<file path="config.mk">
export PLATFORM = sky130hd
export DESIGN_NAME = expanding_ring_led_effect
export DESIGN_NICKNAME = d
export VERILOG_FILES = /design/src/erl_pkg.sv /design/src/expanding_ring_led_effect.sv /design/src/erl_cfg.sv /design/src/erl_anim.sv /design/src/erl_pixel.sv
export SDC_FILE = /design/constraint.sdc
export NUM_CORES = 2
export LEC_CHECK = 0
export BUFFER_PORTS_ARGS = -buffer_cell sky130_fd_sc_hd__buf_2
export CORE_UTILIZATION = 35
export DETAILED_ROUTE_END_ITERATION = 7
export GPL_ROUTABILITY_DRIVEN = 0
export MAX_ROUTING_LAYER = met4
export PLACE_DENSITY_LB_ADDON = 0.15
export REMOVE_ABC_BUFFERS = 1
export SETUP_SLACK_MARGIN = 0.4
export SLEW_MARGIN = 20
export SYNTH_ARGS = -nofsm -noshare
export SYNTH_HDL_FRONTEND = slang
export SYNTH_SLANG_ARGS = --single-unit
</file>
<file path="constraint.sdc">
create_clock -name clk -period 13.8 [get_ports clk]
set_clock_uncertainty 0.05 [all_clocks]
set_input_delay 1.38 -clock clk [delete_from_list [all_inputs] [get_ports clk]]
set_output_delay 1.38 -clock clk [all_outputs]
set_load 0.01 [all_outputs]
</file>
<file path="src/erl_pkg.sv">
package erl_pkg;

  // Grid and field widths
  localparam int GRID_SIDE   = 16;
  localparam int COORD_W     = 4;
  localparam int COLOR_W     = 8;
  localparam int INDEX_W     = 8;
  localparam int DIST_W      = 14;
  localparam int RADIUS_W    = 14;
  localparam int THICK_W     = 12;
  localparam int GROWTH_W    = 10;
  localparam int INTENS_W    = 8;
  localparam int MODE_W      = 8;
  localparam int FRAME_W     = 16;
  localparam int GAIN_W      = 16;
  localparam int FADE_W      = 9;
  localparam int CFG_IDX_W   = 3;
  localparam int CFG_DATA_W  = 16;
  localparam int ROM_DEPTH   = 1 << (2 * COORD_W);

  // Animation constants
  localparam int FADE_FRAMES = 30;
  localparam int FADE_NUM    = 225;
  localparam int FULL_SCALE  = 255;
  localparam int PURPLE_RED  = 180;
  localparam int PURPLE_BLUE = 200;
  localparam logic signed [RADIUS_W-1:0] RADIUS_START  = 14'sd128;
  localparam logic signed [RADIUS_W-1:0] RADIUS_TOP    = 14'sd1792;
  localparam logic signed [RADIUS_W-1:0] RADIUS_BOTTOM = 14'sd128;
  localparam logic [FRAME_W-1:0] FRAME_MAX = {FRAME_W{1'b1}};

  // Item function codes
  localparam logic FUNC_PIXEL   = 1'b0;
  localparam logic FUNC_RESTART = 1'b1;

  // Register indexes
  localparam logic [CFG_IDX_W-1:0] REG_THICKNESS  = 3'd0;
  localparam logic [CFG_IDX_W-1:0] REG_GROWTH     = 3'd1;
  localparam logic [CFG_IDX_W-1:0] REG_INTENSITY  = 3'd2;
  localparam logic [CFG_IDX_W-1:0] REG_HUE_SEL    = 3'd3;
  localparam logic [CFG_IDX_W-1:0] REG_RUN_FRAMES = 3'd4;

  // Register reset values
  localparam logic [THICK_W-1:0]  THICK_RESET     = 12'd256;
  localparam logic [GROWTH_W-1:0] GROWTH_RESET    = 10'd64;
  localparam logic [INTENS_W-1:0] INTENS_RESET    = 8'd255;
  localparam logic [MODE_W-1:0]   MODE_RESET      = 8'd0;
  localparam logic [FRAME_W-1:0]  RUN_FRAMES_RESET = 16'd60;

  // Color modes after reduction modulo 3
  localparam logic [1:0] MODE_BLUE   = 2'd0;
  localparam logic [1:0] MODE_RED    = 2'd1;

  typedef enum logic {
    PH_RUN,
    PH_FADE
  } phase_t;

  typedef struct packed {
    logic [THICK_W-1:0]  thickness;
    logic [GROWTH_W-1:0] growth;
    logic [GAIN_W-1:0]   red_gain;
    logic [GAIN_W-1:0]   blue_gain;
    logic [FRAME_W-1:0]  run_frames;
  } cfg_t;

  typedef struct packed {
    logic signed [RADIUS_W-1:0] radius;
    logic                       fading;
    logic                       done;
  } anim_t;

  typedef logic [ROM_DEPTH-1:0][DIST_W-1:0] dist_rom_t;

  // floor(y / 255) for y up to 65279
  function automatic logic [COLOR_W-1:0] div255(input logic [15:0] y);
    logic [16:0] s;
    s = {1'b0, y} + {9'd0, y[15:8]} + 17'd1;
    return s[15:8];
  endfunction

  function automatic logic [COLOR_W-1:0] dim_channel(input logic [COLOR_W-1:0] c);
    logic [15:0] p;
    p = {8'd0, c} * 16'(FADE_NUM);
    return div255(p);
  endfunction

  // Base-4 digit sum, then one fold and one conditional subtract
  function automatic logic [1:0] mod3(input logic [MODE_W-1:0] m);
    logic [3:0] s;
    logic [2:0] t;
    s = {2'b0, m[7:6]} + {2'b0, m[5:4]} + {2'b0, m[3:2]} + {2'b0, m[1:0]};
    t = {1'b0, s[3:2]} + {1'b0, s[1:0]};
    if (t >= 3'd3) begin
      t = t - 3'd3;
    end
    return t[1:0];
  endfunction

  // Q4.8 distance from the grid center, rounded to nearest
  function automatic logic [DIST_W-1:0] centre_dist(input int col, input int row);
    int          a;
    int          b;
    int unsigned n;
    int unsigned root;
    int unsigned bitv;
    a = 2 * col - (GRID_SIDE - 1);
    b = 2 * row - (GRID_SIDE - 1);
    n = (a * a + b * b) * 65536;
    root = 0;
    for (int i = 0; i < 16; i++) begin
      bitv = 32'd1 << (30 - 2 * i);
      if (n >= root + bitv) begin
        n = n - (root + bitv);
        root = (root >> 1) + bitv;
      end else begin
        root = root >> 1;
      end
    end
    return DIST_W'((root + 1) >> 1);
  endfunction

  function automatic dist_rom_t build_dist_rom();
    dist_rom_t rom;
    for (int c = 0; c < (1 << COORD_W); c++) begin
      for (int r = 0; r < (1 << COORD_W); r++) begin
        rom[c * (1 << COORD_W) + r] = centre_dist(c, r);
      end
    end
    return rom;
  endfunction

  localparam dist_rom_t DIST_ROM = build_dist_rom();

endpackage

</file>
<file path="src/expanding_ring_led_effect.sv">
// An accepted beat is held in the input register, and its result then in the result register.
// Throughput: one pixel beat per cycle while out_stall stays low; restart beats yield no result.
// The rate is set by the single compute pass between the input and result registers.
// Reset (rst, synchronous, active high) clears the pipeline valids, restores all
// registers to their defaults and returns the animation to radius 0.5, growing, run phase.
module expanding_ring_led_effect (
  input  logic                           clk,
  input  logic                           rst,
  // pixel input channel
  input  logic                           in_valid,
  output logic                           in_stall,
  input  logic                           func,
  input  logic [erl_pkg::COORD_W-1:0]    column,
  input  logic [erl_pkg::COORD_W-1:0]    row,
  input  logic [erl_pkg::COLOR_W-1:0]    old_red,
  input  logic [erl_pkg::COLOR_W-1:0]    old_green,
  input  logic [erl_pkg::COLOR_W-1:0]    old_blue,
  input  logic                           frame_end,
  // result channel
  output logic                           out_valid,
  input  logic                           out_stall,
  output logic [erl_pkg::INDEX_W-1:0]    led_index,
  output logic [erl_pkg::COLOR_W-1:0]    new_red,
  output logic [erl_pkg::COLOR_W-1:0]    new_green,
  output logic [erl_pkg::COLOR_W-1:0]    new_blue,
  output logic                           last_of_frame,
  output logic                           anim_done,
  // register write channel
  input  logic                           cfg_valid,
  output logic                           cfg_ready,
  input  logic [erl_pkg::CFG_IDX_W-1:0]  cfg_index,
  input  logic [erl_pkg::CFG_DATA_W-1:0] cfg_data
);
  import erl_pkg::*;

  // Input register stage
  logic               s1_valid;
  logic               s1_func;
  logic [COORD_W-1:0] s1_column;
  logic [COORD_W-1:0] s1_row;
  logic [COLOR_W-1:0] s1_red;
  logic [COLOR_W-1:0] s1_green;
  logic [COLOR_W-1:0] s1_blue;
  logic               s1_fend;

  logic               s1_adv;
  logic               step;
  logic               restart;

  cfg_t               cfg;
  anim_t              anim;
  logic [INDEX_W-1:0] px_index;
  logic [COLOR_W-1:0] px_red;
  logic [COLOR_W-1:0] px_green;
  logic [COLOR_W-1:0] px_blue;

  // The input stage moves on whenever the result register is empty or being drained;
  // a waiting result blocks the input only once the input stage also holds a beat.
  assign s1_adv   = !out_valid || !out_stall;
  assign in_stall = s1_valid && !s1_adv;

  // Animation state advances with the beat leaving the input stage, which keeps
  // state updates in beat order.
  assign step    = s1_valid && s1_adv && (s1_func == FUNC_PIXEL);
  assign restart = s1_valid && s1_adv && (s1_func == FUNC_RESTART);

  erl_cfg u_cfg (
    .clk       (clk),
    .rst       (rst),
    .cfg_valid (cfg_valid),
    .cfg_ready (cfg_ready),
    .cfg_index (cfg_index),
    .cfg_data  (cfg_data),
    .cfg       (cfg)
  );

  erl_anim u_anim (
    .clk        (clk),
    .rst        (rst),
    .step       (step),
    .restart    (restart),
    .frame_end  (s1_fend),
    .growth     (cfg.growth),
    .run_frames (cfg.run_frames),
    .anim       (anim)
  );

  erl_pixel u_pixel (
    .column    (s1_column),
    .row       (s1_row),
    .old_red   (s1_red),
    .old_green (s1_green),
    .old_blue  (s1_blue),
    .cfg       (cfg),
    .anim      (anim),
    .led_index (px_index),
    .red       (px_red),
    .green     (px_green),
    .blue      (px_blue)
  );

  // Capture a new beat whenever the input stage is free to take one
  always_ff @(posedge clk) begin
    if (rst) begin
      s1_valid <= 1'b0;
    end else if (!in_stall) begin
      s1_valid <= in_valid;
    end
  end

  always_ff @(posedge clk) begin
    if (!in_stall && in_valid) begin
      s1_func   <= func;
      s1_column <= column;
      s1_row    <= row;
      s1_red    <= old_red;
      s1_green  <= old_green;
      s1_blue   <= old_blue;
      s1_fend   <= frame_end;
    end
  end

  // Result register: load pixel results, drop restart beats
  always_ff @(posedge clk) begin
    if (rst) begin
      out_valid <= 1'b0;
    end else if (s1_adv) begin
      out_valid <= step;
    end
  end

  always_ff @(posedge clk) begin
    if (step) begin
      led_index     <= px_index;
      new_red       <= px_red;
      new_green     <= px_green;
      new_blue      <= px_blue;
      last_of_frame <= s1_fend;
      anim_done     <= anim.done;
    end
  end

  // A restart beat leaving the input stage leaves the result register empty
  assert property (@(posedge clk) disable iff (rst)
    restart |=> !out_valid)
    else $error("restart beat produced a result");

  // A pixel beat leaving the input stage always lands in the result register
  assert property (@(posedge clk) disable iff (rst)
    step |=> out_valid)
    else $error("pixel beat lost");

  // Completion is flagged only on the last pixel of a frame
  assert property (@(posedge clk) disable iff (rst)
    (out_valid && anim_done) |-> last_of_frame)
    else $error("anim_done without frame end");

  // Backpressure reaches the input only through a full input stage
  assert property (@(posedge clk) disable iff (rst)
    in_stall |-> (s1_valid && out_valid && out_stall))
    else $error("input stalled without a full pipeline");

endmodule

</file>
<file path="src/erl_cfg.sv">
module erl_cfg (
  input  logic                           clk,
  input  logic                           rst,
  input  logic                           cfg_valid,
  output logic                           cfg_ready,
  input  logic [erl_pkg::CFG_IDX_W-1:0]  cfg_index,
  input  logic [erl_pkg::CFG_DATA_W-1:0] cfg_data,
  output erl_pkg::cfg_t                  cfg
);
  import erl_pkg::*;

  logic [THICK_W-1:0]  thickness;
  logic [GROWTH_W-1:0] growth;
  logic [INTENS_W-1:0] intensity;
  logic [MODE_W-1:0]   hue_sel;
  logic [FRAME_W-1:0]  run_frames;
  logic [GAIN_W-1:0]   red_gain;
  logic [GAIN_W-1:0]   blue_gain;

  logic                wr;
  logic [INTENS_W-1:0] intensity_next;
  logic [MODE_W-1:0]   hue_sel_next;
  logic [1:0]          mode3;
  logic [GAIN_W-1:0]   red_gain_next;
  logic [GAIN_W-1:0]   blue_gain_next;

  assign cfg_ready = 1'b1;
  assign wr        = cfg_valid && cfg_ready;

  always_comb begin
    intensity_next = intensity;
    hue_sel_next   = hue_sel;
    if (wr && cfg_index == REG_INTENSITY) begin
      intensity_next = cfg_data[INTENS_W-1:0];
    end
    if (wr && cfg_index == REG_HUE_SEL) begin
      hue_sel_next = cfg_data[MODE_W-1:0];
    end
  end

  // Fold intensity and color scale into one gain for red and one for blue at write time
  always_comb begin
    mode3 = mod3(hue_sel_next);
    case (mode3)
      MODE_BLUE: begin
        red_gain_next  = '0;
        blue_gain_next = {8'd0, intensity_next} * 16'(FULL_SCALE);
      end
      MODE_RED: begin
        red_gain_next  = {8'd0, intensity_next} * 16'(FULL_SCALE);
        blue_gain_next = '0;
      end
      default: begin
        red_gain_next  = {8'd0, intensity_next} * 16'(PURPLE_RED);
        blue_gain_next = {8'd0, intensity_next} * 16'(PURPLE_BLUE);
      end
    endcase
  end

  always_ff @(posedge clk) begin
    if (rst) begin
      thickness  <= THICK_RESET;
      growth     <= GROWTH_RESET;
      intensity  <= INTENS_RESET;
      hue_sel    <= MODE_RESET;
      run_frames <= RUN_FRAMES_RESET;
      red_gain   <= '0;
      blue_gain  <= {8'd0, INTENS_RESET} * 16'(FULL_SCALE);
    end else if (wr) begin
      case (cfg_index)
        REG_THICKNESS:  thickness  <= cfg_data[THICK_W-1:0];
        REG_GROWTH:     growth     <= cfg_data[GROWTH_W-1:0];
        REG_RUN_FRAMES: run_frames <= cfg_data[FRAME_W-1:0];
        default: ;
      endcase
      intensity  <= intensity_next;
      hue_sel    <= hue_sel_next;
      red_gain   <= red_gain_next;
      blue_gain  <= blue_gain_next;
    end
  end

  assign cfg.thickness  = thickness;
  assign cfg.growth     = growth;
  assign cfg.red_gain   = red_gain;
  assign cfg.blue_gain  = blue_gain;
  assign cfg.run_frames = run_frames;

endmodule

</file>
<file path="src/erl_anim.sv">
module erl_anim (
  input  logic                        clk,
  input  logic                        rst,
  input  logic                        step,
  input  logic                        restart,
  input  logic                        frame_end,
  input  logic [erl_pkg::GROWTH_W-1:0] growth,
  input  logic [erl_pkg::FRAME_W-1:0]  run_frames,
  output erl_pkg::anim_t              anim
);
  import erl_pkg::*;

  phase_t                     phase;
  phase_t                     phase_next;
  logic signed [RADIUS_W-1:0] radius;
  logic signed [RADIUS_W-1:0] radius_next;
  logic                       growing;
  logic                       growing_next;
  logic [FRAME_W-1:0]         frame_count;
  logic [FRAME_W-1:0]         frame_count_next;

  logic signed [RADIUS_W:0]   rad_sum;
  logic signed [RADIUS_W:0]   step_ext;
  logic [FRAME_W:0]           run_count;
  logic [FRAME_W-1:0]         fade_count;
  logic                       frame_tick;
  logic                       run_over;

  assign frame_tick = step && frame_end;
  assign step_ext   = $signed({5'd0, growth});
  assign rad_sum    = growing ? ({radius[RADIUS_W-1], radius} + step_ext)
                              : ({radius[RADIUS_W-1], radius} - step_ext);
  assign run_count  = {1'b0, frame_count} + 17'd1;
  assign run_over   = run_count >= {1'b0, run_frames};
  assign fade_count = (frame_count == FRAME_MAX) ? frame_count : frame_count + 16'd1;

  // Phase transitions
  always_comb begin
    phase_next = phase;
    if (restart) begin
      phase_next = PH_RUN;
    end else if (frame_tick) begin
      case (phase)
        PH_RUN:  if (run_over) phase_next = PH_FADE;
        PH_FADE: phase_next = PH_FADE;
        default: phase_next = PH_RUN;
      endcase
    end
  end

  // Radius, direction and frame count
  always_comb begin
    radius_next      = radius;
    growing_next     = growing;
    frame_count_next = frame_count;
    if (restart) begin
      radius_next      = RADIUS_START;
      growing_next     = 1'b1;
      frame_count_next = '0;
    end else if (frame_tick) begin
      if (phase == PH_FADE) begin
        frame_count_next = fade_count;
      end else begin
        radius_next = rad_sum[RADIUS_W-1:0];
        if (rad_sum >= RADIUS_TOP) begin
          growing_next = 1'b0;
        end
        if (rad_sum <= RADIUS_BOTTOM && !growing_next) begin
          growing_next = 1'b1;
        end
        frame_count_next = run_over ? '0 : run_count[FRAME_W-1:0];
      end
    end
  end

  always_ff @(posedge clk) begin
    if (rst) begin
      phase       <= PH_RUN;
      radius      <= RADIUS_START;
      growing     <= 1'b1;
      frame_count <= '0;
    end else begin
      phase       <= phase_next;
      radius      <= radius_next;
      growing     <= growing_next;
      frame_count <= frame_count_next;
    end
  end

  // Outputs seen by the pixel in flight
  always_comb begin
    anim.radius = radius;
    anim.fading = (phase == PH_FADE);
    anim.done   = (phase == PH_FADE) && frame_end && (fade_count >= 16'(FADE_FRAMES));
  end

endmodule

</file>
<file path="src/erl_pixel.sv">
module erl_pixel (
  input  logic [erl_pkg::COORD_W-1:0] column,
  input  logic [erl_pkg::COORD_W-1:0] row,
  input  logic [erl_pkg::COLOR_W-1:0] old_red,
  input  logic [erl_pkg::COLOR_W-1:0] old_green,
  input  logic [erl_pkg::COLOR_W-1:0] old_blue,
  input  erl_pkg::cfg_t               cfg,
  input  erl_pkg::anim_t              anim,
  output logic [erl_pkg::INDEX_W-1:0] led_index,
  output logic [erl_pkg::COLOR_W-1:0] red,
  output logic [erl_pkg::COLOR_W-1:0] green,
  output logic [erl_pkg::COLOR_W-1:0] blue
);
  import erl_pkg::*;

  logic [DIST_W-1:0]  ctr_dist;
  logic signed [15:0] diff;
  logic [15:0]        adiff;
  logic               in_ring;
  logic [FADE_W-1:0]  fade;
  logic [24:0]        red_prod;
  logic [24:0]        blue_prod;
  logic [INDEX_W-1:0] row_base;
  logic [INDEX_W-1:0] col_pos;

  assign ctr_dist = DIST_ROM[{column, row}];
  assign diff = $signed({2'b0, ctr_dist})
              - $signed({{2{anim.radius[RADIUS_W-1]}}, anim.radius});
  assign adiff = diff[15] ? 16'(-diff) : 16'(diff);
  assign in_ring = !anim.fading && (adiff < {4'd0, cfg.thickness});
  assign fade = (adiff >= 16'd256) ? '0 : FADE_W'(16'd256 - adiff);

  assign red_prod  = {16'd0, fade} * {9'd0, cfg.red_gain};
  assign blue_prod = {16'd0, fade} * {9'd0, cfg.blue_gain};

  always_comb begin
    if (in_ring) begin
      red   = div255(red_prod[23:8]);
      green = '0;
      blue  = div255(blue_prod[23:8]);
    end else begin
      red   = dim_channel(old_red);
      green = dim_channel(old_green);
      blue  = dim_channel(old_blue);
    end
  end

  // Serpentine: odd rows run right to left
  assign row_base  = INDEX_W'({4'd0, row} * 8'(GRID_SIDE));
  assign col_pos   = row[0] ? (8'(GRID_SIDE - 1) - {4'd0, column}) : {4'd0, column};
  assign led_index = row_base + col_pos;

endmodule

</file>
==> run metrics <==
fin nets 4,073; area of the multi-input gates 0.0218 mm2; vias in the first global route 22,500; CP Capture Type register; Internal Pwr Total 1.80 mW; Area growth, synth to finish 7.42%; Max Clk Rate 0.0874 GHz; Vias 22,500; die height 288 um; synth cell count leaders inv_1 (443), ha_1 (381), nand2_1 (367); Fin. Hold Viols 0; slowest library cell on the worst path nor2_2; worst hold start u_cfg.thickness[0]; number of port buffers 93; Post-route DRC 0; Gate power share 0.604; clock sinks 200; fillers 8,286; clock root cell clkbuf_16; YS warnings 0; Synth Flop Type dfxtp_1; Final Total Pwr 3.41 mW; clock share of power 0.165; first-pass GRT wire length 124,000 um; Worst-path clk slew 90 ps; post-route ant nets 0; hold_buf cts 0; reg2reg start u_anim.radius[0]; starting density of the core 0.355; Setup violations, final 0; register area 0.00468 mm2; Crit path arrival time 11,640 ps; largest net degree at the start of global routing 65; core area 0.0808 mm2; Hold Path Stages 2; most frequent cell after synthesis inv_1; status finished clean; Worst Tran Pin Value 999 ps; Reg power frac 0.230; Via density 5.07; clock tree buffer depth 2; syn avg cell area 8.48 um2; row cnt 104; critical path class register to register; layout cells sized above 1 0.0678; Crit Reg-Reg Endpoint new_blue[7]; Mapped Area 0.0287 mm2; Clock Latency Late Sink 520 ps; cells after synthesis 3,382; worst-case reg-to-reg path depth 36; min-delay worst type register to register; startpoint types register; drt total wl 75,800 um; Sw Ratio 0.472; Pwr Density 110 mW/mm2; drt wl/cell 17.1 um; EDFF count, synth 68; cell mode on critical path fa_1; ys async rst share 0; Worst EP required 14,000 ps; First-pass DRT Iterations 7; Max FO, Critical Path 16; CTS tree built; Initial DRC Count 1,239; largest cells by area after synthesis fa_1 (19%), ha_1 (17%), dfxtp_1 (9.2%), edfxtp_1 (7.1%), inv_1 (5.8%); die width 288 um; Final TNS setup 0 ps; postcts setup bufs 0; register area share after synthesis 0.163; Synth top area share 0.187; CP top delay family simple AND/OR/NAND/NOR gates; Tcrit/Tclk final 0.829; area leader, netlist fa_1; die area 0.0831 mm2; Max rail drop VDD 0.110 mV; #FFs+latches synth 200; htree depth 4; Largest stage delay, worst path 660 ps; count of cell types in the netlist 82; max cap viols 0; initial antenna violation count 1; TritonCTS buffer count 17; post-DP HPWL 59,200 um; RSZ-0062 raised after global routing false; post_cts resized 0; crit path buf inv count 5; slew margin rel. 0.330; Overall Global Routing Usage 0.195; Antenna diodes 0; Final min period 11,440 ps; top-level port count 95; reg2reg setup slack 2360 ps; hold path endpoint u_cfg.thickness[0]; Static Leak 14.7 nW; Net Sw Power 1.61 mW; grt ovf 0; Final Max Tran Viols 0
## cells by family after synthesis
family                     count (synthesis)  share of synthesized area
DFF                                      200                      0.163
and+or+nand+nor                         1025                      0.172
xor gates and xnor gates                 199                     0.0619
adders and majority gates                649                      0.353
AOI/OAI and AO/OA                        652                      0.145
buffers and inverters                    604                     0.0794
other                                      1                   0.000131
muxes                                     52                     0.0251
## state kept, by name (all words and copies together) (netlist names), 10 cells and up
name	cells
u_anim.radius	14
u_cfg.blue_gain	16
u_cfg.red_gain	16
u_cfg.thickness	12
u_cfg.growth	10
u_cfg.run_frames	16
u_anim.frame_count	16
u_pixel.ctr_dist	12
## cells in the final DEF, fill, tap and decap left out, types with 11 or more instances in the layout
master	netlist	routed
o21a_1	17	17
nand3_1	48	48
or2_2	16	16
mux4_2	15	15
mux2i_1	28	21
o211ai_1	17	17
a21o_1	66	66
a21oi_1	246	246
and2_1	168	168
buf_4	1	33
nand2b_1	32	32
nand4_1	23	23
inv_1	443	442
nor2_1	218	210
edfxtp_1	68	68
or3_1	12	12
a31oi_1	21	21
dfxtp_1	132	132
and3_1	22	22
o21bai_1	24	24
nand2_1	367	367
a22oi_1	24	24
o21ai_0	86	85
fa_1	268	268
buf_2	4	92
xor2_1	66	66
o31ai_1	11	11
nor2b_1	40	40
a211oi_1	43	43
nor3_1	36	36
o221ai_1	16	16
ha_1	381	381
xnor2_1	131	131
clkbuf_16	0	19
## layout make-up
cell class / count / share of cell area
inverters: 444 / 0.0541
flip-flops and latches: 200 / 0.152
multi-input cells: 2578 / 0.708
well taps: 1060 / 0.0430
clock buffers: 20 / 0.0159
clock inverters: 12 / 0.00455
repair buffers: 125 / 0.0230
## worst reg2reg max path, delay by kind of cell (launching register included)
family,cells,cell delay (ps)
AND/OR/NAND/NOR,9,3460
buffers and inverters,5,570
XOR/XNOR,2,300
flip-flops,1,370
AO/OA/AOI/OAI,12,3180
adder cells (fa/ha/maj),8,3240
## power by group through the flow
stage | clock, mW | combinational (mW) | sequential, mW
detailed placement | 0 | 2.06 | 0.800
CTS | 0.590 | 2.08 | 0.787
floorplan | 0 | 1.54 | 0.759
global route | 0.603 | 2.35 | 0.794
global placement | 0 | 2.07 | 0.803
finish | 0.563 | 2.06 | 0.784
## worst max-delay path by stage
stage	from	end	slack, ps	depth (start not counted)
finish	u_anim.radius[0]	new_blue[7]	2360	36
global route	u_anim.radius[0]	new_red[2]	1570	35
CTS	u_anim.radius[0]	new_red[2]	2210	35
detailed placement	u_anim.radius[0]	new_blue[5]	2220	34
global placement	u_anim.radius[0]	new_red[5]	2300	35
floorplan	u_anim.radius[0]	new_blue[5]	2160	34
## metal layers
layer	GRT usage	vias to the layer above	wire length, um
li1	-	11300	-
met1	0.266	10800	37400
met2	0.304	321	34700
met3	0.0249	80	2270
met4	0.0499	0	1410
met5	-	-	0
## per-stage QoR
| step | hold slack (ps) | setup slack (ps) | std cells | util | cell area, um2 |
|---|---|---|---|---|---|
| after floorplan | 376 | 2160 | 3222 | - | 28100 |
| after global placement | 385 | 2300 | 4407 | 0.374 | 30200 |
| after detailed placement | 393 | 2220 | 4407 | 0.374 | 30200 |
| after CTS | 412 | 2210 | 4439 | 0.381 | 30800 |
| after global routing | 422 | 1570 | 4439 | 0.381 | 30800 |
| final | 406 | 2360 | 4439 | 0.381 | 30800 |
Note: power is estimated with default switching activity, not from simulation.
